==> src/design/hbef_pkg.sv <==
`timescale 1ns / 1ps
package hbef_pkg;

	localparam int CoordW = 32;
	localparam int MagW   = 33;           // |p1 - p2| stays below 2^32
	localparam int D2W    = 66;           // sum of three squares stays below 3 * 2^64
	localparam int LenW   = 35;           // root bits 34 down to 0
	localparam int KW     = 32;
	localparam int L0W    = 31;
	localparam int QuoW   = 47;           // force magnitude bits below the clamp
	localparam int EnW    = 63;
	localparam int FW     = 48;
	localparam int SqCells  = LenW;
	localparam int DivCells = QuoW;

	localparam logic [1:0] ST_OK   = 2'd0;
	localparam logic [1:0] ST_ZERO = 2'd1;
	localparam logic [1:0] ST_SAT  = 2'd2;

	localparam logic [EnW-1:0]  ENERGY_MAX = {EnW{1'b1}};
	localparam logic [QuoW-1:0] FMAG_MAX   = {QuoW{1'b1}};

	typedef logic [MagW-1:0] mag_t;

	// payload riding along the square root chain
	typedef struct packed {
		logic            func;
		logic [KW-1:0]   k;
		logic [L0W-1:0]  l0;
		mag_t [2:0]      mag;
		logic [2:0]      dneg;
	} sq_pay_t;

	typedef struct packed {
		logic [D2W-1:0]  rem;
		logic [LenW-1:0] root;
		sq_pay_t         pay;
	} sq_state_t;

	// one restoring divider lane
	typedef struct packed {
		logic [LenW-1:0] rem;
		logic [QuoW-1:0] num;
		logic [QuoW-1:0] quo;
	} dv_lane_t;

	typedef struct packed {
		logic            func;
		logic            zero;
		logic            eneg;
		logic [2:0]      dneg;
		logic [2:0]      ovf;
		logic [EnW-1:0]  energy;
		logic            esat;
		logic [LenW-1:0] len;
	} dv_side_t;

	typedef struct packed {
		dv_lane_t [2:0] lane;
		dv_side_t       side;
	} dv_state_t;

endpackage

==> src/design/hbef_sqrt_cell.sv <==
`timescale 1ns / 1ps
module hbef_sqrt_cell (
	input  logic                clk,
	input  logic                arst_n,
	input  logic                en,
	input  logic [5:0]          bit_idx,
	input  logic                in_valid,
	input  hbef_pkg::sq_state_t in_st,
	output logic                out_valid,
	output hbef_pkg::sq_state_t out_st
);
	import hbef_pkg::*;

	logic [71:0] trial;
	logic        take;
	sq_state_t   nxt;

	// try root bit: (r + 2^b)^2 - r^2 = r * 2^(b+1) + 2^(2b)
	always_comb begin
		trial = ({37'd0, in_st.root} << (bit_idx + 6'd1)) + (72'd1 << {bit_idx, 1'b0});
		take  = {6'd0, in_st.rem} >= trial;
		nxt   = in_st;
		if (take) begin
			nxt.rem  = in_st.rem - trial[D2W-1:0];
			nxt.root = in_st.root | (LenW'(1) << bit_idx);
		end
	end

	always_ff @(posedge clk or negedge arst_n) begin
		if (!arst_n) begin
			out_valid <= 1'b0;
		end else if (en) begin
			out_valid <= in_valid;
		end
	end

	always_ff @(posedge clk) begin
		if (en) begin
			out_st <= nxt;
		end
	end
endmodule

==> config.mk <==
export PLATFORM = sky130hd
export DESIGN_NAME = hbef_sqrt_cell
export DESIGN_NICKNAME = d
export VERILOG_FILES = /design/src/design/hbef_pkg.sv /design/src/design/hbef_sqrt_cell.sv
export SDC_FILE = /design/constraint.sdc
export NUM_CORES = 1
export LEC_CHECK = 0
export BUFFER_PORTS_ARGS = -buffer_cell sky130_fd_sc_hd__clkbuf_2
export CORE_MARGIN = 1.5
export CORE_UTILIZATION = 26
export DETAILED_ROUTE_END_ITERATION = 10
export GPL_TIMING_DRIVEN = 0
export PLACE_DENSITY = 0.51
export SLEW_MARGIN = 15
export SYNTH_ARGS = -nofsm -noshare
export SYNTH_HDL_FRONTEND = slang
export SYNTH_SLANG_ARGS = --single-unit
export TNS_END_PERCENT = 30
==> constraint.sdc <==
create_clock -name clk -period 1.4 [get_ports clk]
set_input_delay 0 -clock clk [delete_from_list [all_inputs] [get_ports clk]]
set_output_delay 0 -clock clk [all_outputs]
set_load 0.01 [all_outputs]
==> out/results.tsv <==
stage	metric	value	unit
worst_hold_path	hold_sp	en	
timing	Final Hold Fails	1	
timing	slew margin rel.	27.2	%
global_route	all-layer global routing usage	22.4	%
yosys	Yosys top cell area share	41.8	%
critical_path	critical path's slowest cell	or4_4	
yosys	most frequent cells after synthesis	267 x edfxtp_1, 159 x nor2_1, 129 x a21oi_1	
pwr	leakage	12.4	nW
placed_design	port buffer count	543	
global_route	total gr overflow	0	
pwr	Pwr Total	30.7	mW
timing	setup TNS	-618.14	ns
timing	RSZ-0062 raised after global routing	yes	
floorplan	initial core utilization	26.3	%
yosys	number of flops mapped to enable cells by yosys	267	
critical_path	critical path type	in2reg	
drt	Final ANT Viol Nets	0	
drt	DR vias	19100	
global_route	largest net degree at the start of global routing	97	
yosys	largest area contributor in the netlist	edfxtp_1	
yosys	Syn. warnings	0	
yosys	most frequent cell after synthesis	edfxtp_1	
critical_path	crit-path max FO	10	
floorplan	row count	99	
global_route	number of global-route vias before repair	19000	
cells_and_area	Final nets	3161	
pwr	Peak VDD IR	0.000914	V
yosys	mean post-synth cell area	10.5	sq um
clock_tree	CTS HTree Levels	2	
clock_tree	CTS tree	done	
yosys	Synth Cell Area	19200	sq um
clock_tree	clk slew on worst S/H paths	0.05	ns
timing	Worst Tran Pin Value	1.09	ns
yosys	library cells used by synthesis	99	
yosys	top cells by area, synth	edfxtp_1 42%, ha_1 7.1%, mux2_1 3.8%	
timing	Slew Limit Fails	0	
yosys	asr flop ratio synth	0.373	%
placed_design	post-DP HPWL	69.1	mm
critical_path	CP dominant cell by count	buf_12	
clock_tree	clk root buf	clkbuf_16	
critical_path	Critical Path Max Stage Delay	0.57	ns
floorplan	DIE HEIGHT	275	microns
outcome	status	finished with violations	
critical_path	Critical path origin	bit_idx[0]	
yosys	post-synthesis cell count	1836	
global_route	initial antenna violation count	2	
clock_tree	TritonCTS buffer count	34	
drt	first-iteration detailed-routing DRC count	1368	
floorplan	Die ar.	75500	sq um
timing	worst hold-check slack	-0.00808	ns
critical_path	Critical Path End Type	register	
job	max_cap viols	0	
pwr	Power Density	1050	nW/um^2
drt	TritonRoute pass-1 iters	5	
drt	final routed DRC violation total	0	
drt	drt total wl	88.9	mm
critical_path	Startpoint Class	primary input	
yosys	synthesized flop and latch total	268	
floorplan	die width	275	microns
timing	final worst setup slack	-6.23	ns
cells_and_area	Synth-to-Final Area Change	52.5	%
critical_path	data required time of the worst path	1.71	ns
worst_hold_path	worst min-delay path category	in2reg	
cells_and_area	share of post-route cells with drive strength above 1	36.0	%
critical_path	CP arrival	7.94	ns
cells_and_area	Filler Cells Inserted	7169	
timing	fin crit share	545	%
drt	vias per cell	5.09	
timing	post-layout min period	7.63	ns
yosys	syn nets	2223	
yosys	sequential area share after synthesis	41.9	%
outcome	failing checks	hold timing, setup timing	
floorplan	Core Region	73000	sq um
drt	WL/cell	23.7	microns
critical_path	FF-to-FF Start	out_valid	
global_route	global-route wire length before repair	125	mm
placed_design	GPL Wtd Cong	0.957	
timing	FMAX	131	MHz
yosys	ys flop type	edfxtp_1	
floorplan	# IOs	545	
timing	Final setup viols	101	
timing	Worst Skew	0	ns
clock_tree	CTS max path bufs	3	
clock_tree	Clock Latency Late Sink	0.54	ns
clock_tree	CTS Sinks	268	
-- worst max-delay path: cells and delay by family --
family / cells / cell delay, ns
xor+xnor: 1 / 0.13
mux: 3 / 0.73
simple gates: 8 / 1.50
buf+inv: 15 / 1.83
compound gates: 12 / 2.64
fa+ha+maj: 3 / 1.02
-- placed cells by master (no fill, tap or decap), types with 19 or more instances in the layout --
cell type and instances:
nor2b_1 24, xnor2_1 74, nand4_1 21, mux2_4 51, o21ai_0 56, nor2_1 148, xor2_1 47, a31oi_1 21
buf_4 91, a21oi_1 107, nand2_1 125, edfxtp_1 267, clkbuf_16 36, nor3_1 29, mux2i_1 50, dlygate4sd3_1 271
a21oi_2 19, nand3_1 32, clkbuf_2 547, and2_1 19, inv_1 48, mux2_2 27, clkbuf_1 27, ha_1 100
a21o_1 93
-- layout make-up --
| type | instances | area, sq um | share of cell area, % |
|---|---|---|---|
| Antenna cell | 3 | 7.51 | 0.0256 |
| Buffer | 75 | 661 | 2.26 |
| Clock buffer | 41 | 877 | 3.00 |
| Clock inverter | 18 | 210 | 0.718 |
| Inverter | 53 | 211 | 0.722 |
| Multi-Input combinational cell | 1429 | 11600 | 39.8 |
| Sequential cell | 268 | 8040 | 27.5 |
| Tap cell | 959 | 1200 | 4.10 |
| Timing Repair Buffer | 913 | 6420 | 21.9 |
-- layer usage --
layer  vias to the layer above  global-route usage (%)  share of wire, %
met5                         -                       0                 0
met4                         0                    7.71               3.5
met3                       140                    3.52               6.0
met2                       740                    39.6                50
met1                      9338                    27.4                41
li1                       8907                       -                 -
-- logic make-up after synthesis --
| kind of cell | synth area share (%) |
|---|---|
| multiplexers | 10.6 |
| XOR/XNOR | 5.83 |
| flip-flops | 41.9 |
| buffers and inverters | 3.39 |
| AND/OR/NAND/NOR | 12.5 |
| adder cells (fa/ha/maj) | 7.21 |
| AO/OA/AOI/OAI | 18.6 |
-- final timing paths --
check | to | slack [ns] | cells past startpoint
setup / recovery | out_st[264] | -6.23 | 42
hold / removal | out_st[189] | -0.008 | 2
setup reg to reg | out_valid | 0.66 | 1
hold reg to reg | out_valid | 0.51 | 1
max in group asynchronous | out_valid | 1.00 | 3
min in group asynchronous | out_valid | 0.30 | 3
-- timing repair --
action,in CTS,in global routing
setup buffers,63,29
pin swaps,58,44
setup endpoints to repair,101,101
hold buffers,271,0
endpoints found under the hold margin,273,0
cloned,3,2
gates resized for setup,223,93
-- registers in the layout, summed over array words and instances (netlist names) --
signal,count
out_valid,1
out_st,267
-- power by group --
part	total (mW)	switching, mW	internal, mW
combinational	12.0	6.77	5.22
sequential	9.91	0.205	9.70
clock	8.80	3.57	5.22
total	30.7	10.5	20.1
-- stage by stage --
step           hold WS, ns  setup WS [ns]  utilization, %  cell area (sq um)  cells
2_1_floorplan       -0.296          -6.06               -              19500   1836
4_1_cts             0.0149          -6.31            39.3              28700   3731
5_1_grt             0.0369          -6.52            40.1              29300   3758
3_3_place_gp        -0.224          -9.23            32.0              23400   3338
3_5_place_dp        -0.221          -9.28            32.2              23500   3341
6_report          -0.00808          -6.23            40.1              29300   3759
Note: power is estimated with default switching activity, not from simulation.
