**src/design/hbef_pkg.sv**
```systemverilog
`timescale 1ns / 1ps
package hbef_pkg;

	localparam int CoordW = 32;
	localparam int MagW   = 33;           // |p1 - p2| stays below 2^32
	localparam int D2W    = 66;           // sum of three squares stays below 3 * 2^64
	localparam int LenW   = 35;           // root bits 34 down to 0
	localparam int KW     = 32;
	localparam int L0W    = 31;
	localparam int QuoW   = 47;           // force magnitude bits below the clamp
	localparam int EnW    = 63;
	localparam int FW     = 48;
	localparam int SqCells  = LenW;
	localparam int DivCells = QuoW;

	localparam logic [1:0] ST_OK   = 2'd0;
	localparam logic [1:0] ST_ZERO = 2'd1;
	localparam logic [1:0] ST_SAT  = 2'd2;

	localparam logic [EnW-1:0]  ENERGY_MAX = {EnW{1'b1}};
	localparam logic [QuoW-1:0] FMAG_MAX   = {QuoW{1'b1}};

	typedef logic [MagW-1:0] mag_t;

	// payload riding along the square root chain
	typedef struct packed {
		logic            func;
		logic [KW-1:0]   k;
		logic [L0W-1:0]  l0;
		mag_t [2:0]      mag;
		logic [2:0]      dneg;
	} sq_pay_t;

	typedef struct packed {
		logic [D2W-1:0]  rem;
		logic [LenW-1:0] root;
		sq_pay_t         pay;
	} sq_state_t;

	// one restoring divider lane
	typedef struct packed {
		logic [LenW-1:0] rem;
		logic [QuoW-1:0] num;
		logic [QuoW-1:0] quo;
	} dv_lane_t;

	typedef struct packed {
		logic            func;
		logic            zero;
		logic            eneg;
		logic [2:0]      dneg;
		logic [2:0]      ovf;
		logic [EnW-1:0]  energy;
		logic            esat;
		logic [LenW-1:0] len;
	} dv_side_t;

	typedef struct packed {
		dv_lane_t [2:0] lane;
		dv_side_t       side;
	} dv_state_t;

endpackage

```
**src/design/hbef_div_cell.sv**
```systemverilog
`timescale 1ns / 1ps
module hbef_div_cell (
	input  logic                clk,
	input  logic                arst_n,
	input  logic                en,
	input  logic                in_valid,
	input  hbef_pkg::dv_state_t in_st,
	output logic                out_valid,
	output hbef_pkg::dv_state_t out_st
);
	import hbef_pkg::*;

	dv_state_t       nxt;
	logic [LenW:0]   sh;
	logic            ge;

	// one quotient bit per lane, divisor is the bond length
	always_comb begin
		nxt = in_st;
		sh  = '0;
		ge  = 1'b0;
		for (int i = 0; i < 3; i++) begin
			sh = {in_st.lane[i].rem, in_st.lane[i].num[QuoW-1]};
			ge = sh >= {1'b0, in_st.side.len};
			nxt.lane[i].rem = ge ? LenW'(sh - {1'b0, in_st.side.len}) : sh[LenW-1:0];
			nxt.lane[i].num = {in_st.lane[i].num[QuoW-2:0], 1'b0};
			nxt.lane[i].quo = {in_st.lane[i].quo[QuoW-2:0], ge};
		end
	end

	always_ff @(posedge clk or negedge arst_n) begin
		if (!arst_n) begin
			out_valid <= 1'b0;
		end else if (en) begin
			out_valid <= in_valid;
		end
	end

	always_ff @(posedge clk) begin
		if (en) begin
			out_st <= nxt;
		end
	end
endmodule

```
**config.mk**
```make
export PLATFORM = sky130hd
export DESIGN_NAME = hbef_div_cell
export DESIGN_NICKNAME = d
export VERILOG_FILES = /design/src/design/hbef_pkg.sv /design/src/design/hbef_div_cell.sv
export SDC_FILE = /design/constraint.sdc
export NUM_CORES = 1
export LEC_CHECK = 0
export BUFFER_PORTS_ARGS = -buffer_cell sky130_fd_sc_hd__buf_2
export CORE_AREA = 3 3 381 383
export DETAILED_ROUTE_END_ITERATION = 10
export DIE_AREA = 0 0 384 386
export PLACE_DENSITY = 0.32
export SYNTH_ARGS = -nofsm -noshare
export SYNTH_HDL_FRONTEND = slang
export SYNTH_SLANG_ARGS = --single-unit
```
**constraint.sdc**
```tcl
create_clock -name clk -period 1.1 [get_ports clk]
set_clock_uncertainty 0.15 [all_clocks]
set_input_delay 0.33 -clock clk [delete_from_list [all_inputs] [get_ports clk]]
set_output_delay 0.33 -clock clk [all_outputs]
set_load 0.005 [all_outputs]
```
==> results of run 1 <==
worst min-delay path by stage:
stage | startpoint | endpoint | slack [ns] | depth (start not counted)
floorplan | arst_n | out_valid | -0.12 | 0
global placement | arst_n | out_valid | -0.04 | 1
detailed placement | arst_n | out_valid | -0.04 | 1
CTS | en | out_st[358] | -0.06 | 2
global route | en | out_st[125] | -0.03 | 2
finish | en | out_st[358] | 0.02 | 2
cell families (layout without fill, tap and decap cells):
| group | count (synthesis) | in the layout |
|---|---|---|
| flops | 493 | 493 |
| compound gates | 438 | 438 |
| simple gates | 407 | 407 |
| buf+inv | 126 | 2236 |
| fa+ha+maj | 108 | 108 |
| xor+xnor | 83 | 83 |
| mux | 5 | 5 |
| other cells | 1 | 24 |
state kept, by name (all words and copies together), names as in the netlist:
signal and count:
out_valid 1, out_st 492
routing by layer:
layer / vias up / track usage [%] / share of wire, %
li1: 10500 / - / -
met1: 10900 / 21.2 / 39
met2: 711 / 33.1 / 50
met3: 195 / 6.78 / 8.2
met4: 54 / 4.85 / 2.6
met5: - / 0 / 0.23
report_power, final:
| part | internal [uW] | switching (uW) |
|---|---|---|
| Clock | 13000 | 9620 |
| Combinational | 8400 | 8260 |
| Sequential | 22900 | 772 |
| Total | 44300 | 18600 |
cell type report:
| cell class | instances | area, um^2 | area share [%] |
|---|---|---|---|
| repair buffers | 2047 | 15700 | 35.1 |
| flip-flops and latches | 493 | 14800 | 33.1 |
| multi-input cells | 1044 | 9240 | 20.6 |
| well taps | 1890 | 2360 | 5.28 |
| clock buffers | 86 | 1770 | 3.95 |
| clock inverters | 35 | 465 | 1.04 |
| inverters | 67 | 379 | 0.847 |
| diodes | 21 | 52.6 | 0.117 |
| repair inverters | 1 | 8.76 | 0.0196 |
cell usage after synthesis, types with 4 or more instances:
| cell type | number | area, um^2 |
|---|---|---|
| edfxtp_1 | 492 | 14800 |
| a21oi_1 | 140 | 701 |
| nand2_1 | 135 | 507 |
| nor2_1 | 117 | 439 |
| o21ai_0 | 106 | 531 |
| ha_1 | 105 | 1310 |
| inv_1 | 65 | 244 |
| a21o_1 | 45 | 338 |
| xnor2_1 | 44 | 385 |
| clkbuf_1 | 43 | 161 |
| xor2_1 | 39 | 342 |
| nor3_1 | 28 | 140 |
| nand4_1 | 24 | 150 |
| nand3_1 | 23 | 115 |
| o21a_1 | 21 | 158 |
| a31oi_1 | 17 | 106 |
| a211oi_1 | 16 | 120 |
| nand2b_1 | 15 | 93.8 |
| o21bai_1 | 15 | 113 |
| and3_1 | 14 | 87.6 |
| o31ai_1 | 13 | 97.6 |
| buf_2 | 9 | 45.0 |
| o211ai_1 | 9 | 67.6 |
| and4_1 | 8 | 70.1 |
| nor4_1 | 7 | 43.8 |
| or2_2 | 7 | 43.8 |
| or3_1 | 7 | 43.8 |
| nor2b_1 | 6 | 37.5 |
| nor4b_1 | 6 | 52.6 |
| buf_4 | 5 | 37.5 |
| a211o_1 | 4 | 35.0 |
| a21boi_0 | 4 | 30.0 |
| mux2_2 | 4 | 45.0 |
| o31a_1 | 4 | 35.0 |
through the flow:
step / std cells / total power, uW / setup slack, ns / setup TNS [ns] / util [%]
3_5_place_dp: 4988 / 36700 / -2.54 / -372.69 / 23.9
4_1_cts: 5646 / 63900 / -1.34 / -450.86 / 31.2
5_1_grt: 5668 / 66000 / -1.45 / -458.61 / 31.6
2_1_floorplan: 1663 / 28200 / -1.90 / -171.46 / -
6_report: 5684 / 63000 / -1.44 / -416.04 / 31.6
3_3_place_gp: 4988 / 36900 / -2.57 / -373.31 / 23.9
worst max-delay path: stages:
cell and delay (ns):
buf_8 0.07, clkinvlp_4 0.19, ha_4 0.35, nand4_4 0.08
or4_1 0.50, or3_1 0.33, o311ai_2 0.24, a211o_4 0.18
nand2_8 0.09, a2111o_1 0.31, o221a_2 0.13
what timing repair did:
action                                  CTS  global route
endpoints found under the hold margin   520            24
gates cloned                              9             0
resized for setup                       611            90
endpoints found under the setup margin  601           608
pin swaps                               106            60
setup buffers                            46            21
==> flow_metrics.env, run 1 <==
export IMPL_gp_congestion=0.879
export IMPL_muxShareOfSynthArea_pct=0.249
export IMPL_layout_commonest_cell="buf_2"
export IMPL_design_area_mm2=0.0448
export IMPL_coreArea_mm2=0.142
export IMPL_syn_to_final_growth_pct=103
export IMPL_timing_final_crit_period_ns=2.54
export IMPL_yosys_warnings=0
export IMPL_insertion_delay_ns=0.64
export IMPL_cts_hold_buf=493
export IMPL_htree_levels=3
export IMPL_cp_end_kind="flip-flop"
export IMPL_vias=22300
export IMPL_finalHoldViolCount=0
export IMPL_cp_endpoint="out_st[358]"
export IMPL_synth_top_family_by_area="compound AO/OA/AOI/OAI gates"
export IMPL_tightestPinTransition_ns=0.668
export IMPL_port_buffers=988
export IMPL_rows=138
export IMPL_status="finished, violations left"
export IMPL_cts_buffers=68
export IMPL_overflow=0
export IMPL_finalSetupViolations=608
export IMPL_fillCellCount=14600
export IMPL_dpl_cell_area_mm2=0.0339
export IMPL_path_max_fanout=8
export IMPL_ys_ff_latch=493
export IMPL_wl_per_cell_um=25.5
export IMPL_grt_max_degree=51
export IMPL_ios=995
export IMPL_maxCapViolations=0
export IMPL_clock_sinks=493
export IMPL_hold_ws_ns=0.0204
export IMPL_root_buffer="clkbuf_16"
export IMPL_p_leak_uw=0.0187
export IMPL_fin_nets=4329
export IMPL_cts_buffer_depth=3
export IMPL_grt_pass1_vias=23400
export IMPL_synth_compound_area_share_pct=12.4
export IMPL_final_cell_mix="buf_2 (878), dlygate4sd3_1 (493), edfxtp_1 (492)"
export IMPL_dr_first_iter_drc_count=962
export IMPL_wl_mm=145
export IMPL_setup_slack_ns=-1.44
export IMPL_grt_usage_pct=18.7
export IMPL_cp_start_kind="input pin"
export IMPL_yosys_area_share_simple_pct=8.63
export IMPL_drtPass1Iterations=4
export IMPL_p_per_area_mw_per_mm2=1410
export IMPL_crit_type="input pin to flip-flop"
export IMPL_drc=0
export IMPL_ff2ff_path_depth=1
export IMPL_yosysSeqAreaShare_pct=66.9
export IMPL_dieArea_mm2=0.148
export IMPL_fin_crit_sh_pct=231
export IMPL_antenna_found_initial=75
export IMPL_synth_xor_area_share_pct=3.29
export IMPL_hp_class="input pin to flip-flop"
export IMPL_syn_instance_count=1661
export IMPL_rsz0062_at_grt="yes"
export IMPL_vias_per_cell=3.93
export IMPL_synth_area_mm2=0.0221
export IMPL_crit_required_ns=1.36
export IMPL_ant_nets=0
export IMPL_rr_startpoint="out_valid"
export IMPL_irDropWorstVdd_v=0.00102
export IMPL_cp_startpoint="in_st[24]"
export IMPL_slew_headroom_pct=55.0
export IMPL_cts_tree="built"
export IMPL_ys_types=76
export IMPL_violations="setup timing"
export IMPL_fmax_mhz=394
export IMPL_finalMaxSlewViolations=0
export IMPL_r2r_setup_slack_ns=0.15
export IMPL_start_util_pct=15.6
export IMPL_async_flop_share_pct=0.203
export IMPL_synth_edf_count=492
export IMPL_die_w_um=384
export IMPL_grt_pass1_wl_mm=191
export IMPL_dp_hpwl_mm=118
export IMPL_synth_ff_type="edfxtp_1"
export IMPL_r2r_end="out_valid"
export IMPL_die_height_um=386
export IMPL_avgSynthCellArea_um2=13.3
export IMPL_arrival_ns=2.80
export IMPL_yosys_area_share_adder_pct=6.21
export IMPL_clk_pin_slew_ns=0.06
export IMPL_drive_gt1_share_pct=53.7
No activity file was read; power rests on OpenSTA's default activity.
==> run 2, diff against run 1 <==
--- a/config.mk
+++ b/config.mk
@@ -6,10 +6,12 @@
 export NUM_CORES = 1
 export LEC_CHECK = 0
 export BUFFER_PORTS_ARGS = -buffer_cell sky130_fd_sc_hd__buf_2
+export CELL_PAD_IN_SITES_DETAIL_PLACEMENT = 1
+export CELL_PAD_IN_SITES_GLOBAL_PLACEMENT = 1
 export CORE_AREA = 3 3 381 383
 export DETAILED_ROUTE_END_ITERATION = 10
 export DIE_AREA = 0 0 384 386
-export PLACE_DENSITY = 0.32
+export PLACE_DENSITY = 0.39
 export SYNTH_ARGS = -nofsm -noshare
 export SYNTH_HDL_FRONTEND = slang
 export SYNTH_SLANG_ARGS = --single-unit
==> flow_metrics.env, run 2 (synthesis gave the netlist of run 1 again) <==
export IMPL_tightestPinTransition_ns=0.568
export IMPL_finalHoldViolCount=0
export IMPL_status="finished, violations left"
export IMPL_cp_slowest_cell="or4_1"
export IMPL_insertion_delay_ns=0.66
export IMPL_arrival_ns=2.78
export IMPL_final_cell_mix="buf_2 (952), edfxtp_1 (492), dlygate4sd3_1 (491)"
export IMPL_fin_util_pct=31.4
export IMPL_fin_crit_sh_pct=229
export IMPL_p_per_area_mw_per_mm2=1420
export IMPL_finalSetupViolations=869
export IMPL_critPathBufInv=3
export IMPL_cpLargestDelayFamily="simple AND/OR/NAND/NOR gates"
export IMPL_crit_chain="buf_2, inv_1, ha_4, nand4_4, or4_1, or3_1, o311ai_2, a211o_4, nand2_8, buf_12, nor4b_4, nor3_1"
export IMPL_p_leak_uw=0.0187
export IMPL_cts_tree="built"
export IMPL_grt_pass1_vias=24600
export IMPL_p_total_uw=63200
export IMPL_hp_class="input pin to flip-flop"
export IMPL_grt_pass1_wl_mm=206
export IMPL_htree_levels=3
export IMPL_path_max_fanout=7
export IMPL_reg_largest_list="out_st: 492 flops, out_valid: 1 flops"
export IMPL_rows=138
export IMPL_place_inst=4981
export IMPL_cts_buffers=68
export IMPL_start_util_pct=15.6
export IMPL_gp_congestion=0.930
export IMPL_port_buffers=988
export IMPL_dp_hpwl_mm=129
export IMPL_dieArea_mm2=0.148
export IMPL_rsz0062_at_grt="yes"
export IMPL_clk_pin_slew_ns=0.06
export IMPL_cts_buffer_depth=3
export IMPL_vias=23000
export IMPL_grt_usage_pct=20.2
export IMPL_ios=995
export IMPL_slew_headroom_pct=62.0
export IMPL_root_buffer="clkbuf_16"
export IMPL_largest_register="out_st"
export IMPL_largest_register_ffs=492
export IMPL_wl_mm=158
export IMPL_crit_path_max_incr_delay_ns=0.51
export IMPL_ant_nets=0
export IMPL_irDropWorstVdd_v=0.00121
export IMPL_fillCellCount=15700
export IMPL_coreArea_mm2=0.142
export IMPL_finalMaxSlewViolations=0
export IMPL_drive_gt1_share_pct=54.1
export IMPL_drtPass1Iterations=5
export IMPL_timing_final_crit_period_ns=2.52
export IMPL_cp_end_kind="flip-flop"
export IMPL_antenna_found_initial=79
export IMPL_finalNonFillerCells=5701
export IMPL_dr_first_iter_drc_count=1040
export IMPL_hold_ws_ns=0.0413
export IMPL_die_height_um=386
export IMPL_syn_to_final_growth_pct=101
export IMPL_crit_required_ns=1.35
export IMPL_overflow=0
export IMPL_violations="setup timing"
export IMPL_maxCapViolations=0
export IMPL_cp_start_kind="input pin"
export IMPL_die_w_um=384
export IMPL_fin_nets=4333
export IMPL_drc=0
export IMPL_layout_commonest_cell="buf_2"
export IMPL_vias_per_cell=4.04
export IMPL_crit_type="input pin to flip-flop"
export IMPL_clock_sinks=493
export IMPL_fmax_mhz=396
export IMPL_setup_slack_ns=-1.42
export IMPL_grt_max_degree=43
export IMPL_wl_per_cell_um=27.6
-- run 2: cell count changes in the layout (fill, tap and decap cells not counted), moves of 8 or more --
| cell | change |
|---|---|
| a21oi_1 | +8 |
| o21ai_2 | +10 |
| buf_2 | +74 |
| diode_2 | +10 |
| buf_6 | -75 |
-- run 2: final timing paths --
| path | start | end | slack (ns) | cells past startpoint |
|---|---|---|---|---|
| min in group asynchronous | arst_n | out_valid | 0.44 | 3 |
| worst max register to register | out_valid | out_valid | 0.18 | 1 |
| worst min register to register | out_valid | out_valid | 0.40 | 1 |
| worst min-delay path | in_st[217] | out_st[218] | 0.04 | 4 |
| max in group asynchronous | arst_n | out_valid | 0.21 | 3 |
| worst max-delay path | in_st[25] | out_st[360] | -1.42 | 12 |
-- run 2: layout make-up --
| type | instances | area (um^2) | share of cell area [%] |
|---|---|---|---|
| diodes | 31 | 77.6 | 0.174 |
| clock buffers | 84 | 1790 | 4.03 |
| clock inverters | 40 | 447 | 1.00 |
| inverters | 67 | 370 | 0.832 |
| multi-input cells | 1044 | 9250 | 20.8 |
| flip-flops and latches | 493 | 14800 | 33.3 |
| well taps | 1890 | 2360 | 5.31 |
| repair buffers | 2052 | 15400 | 34.6 |
-- run 2: routing by layer --
metal	vias up	wire length, um	track usage, %
li1	10500	-	-
met1	11500	60600	22.7
met2	802	77000	34.9
met3	210	15700	9.26
met4	46	3890	4.41
met5	-	310	0
-- run 2: report_power, final --
part	switching [uW]	internal (uW)
Sequential	700	22900
Clock	9490	13200
Combinational	8730	8220
-- run 2: tightest hold or removal path, stage by stage --
cell,delay [ns]
buf_2,0.11
buf_4,0.12
nor2_4,0.03
a21oi_2,0.12
-- run 2: through the flow --
stage	instance area (um^2)	worst slack (ns)	TNS, ns
final	44500	-1.42	-558.20
after global routing	44400	-1.51	-603.87
after CTS	43000	-1.41	-586.74
after detailed placement	33900	-2.33	-396.04
after global placement	33900	-2.34	-391.72
after floorplan	22800	-1.90	-171.46
-- run 2: repair_timing --
| item | 4_1_cts | 5_1_grt |
|---|---|---|
| buffers inserted | 39 | 35 |
| resized for setup | 331 | 253 |
| setup endpoints to repair | 601 | 869 |
| pin swaps | 90 | 88 |
| hold endpoints to repair | 508 | 0 |
| hold buffers | 491 | 0 |
| cloned | 7 | 6 |
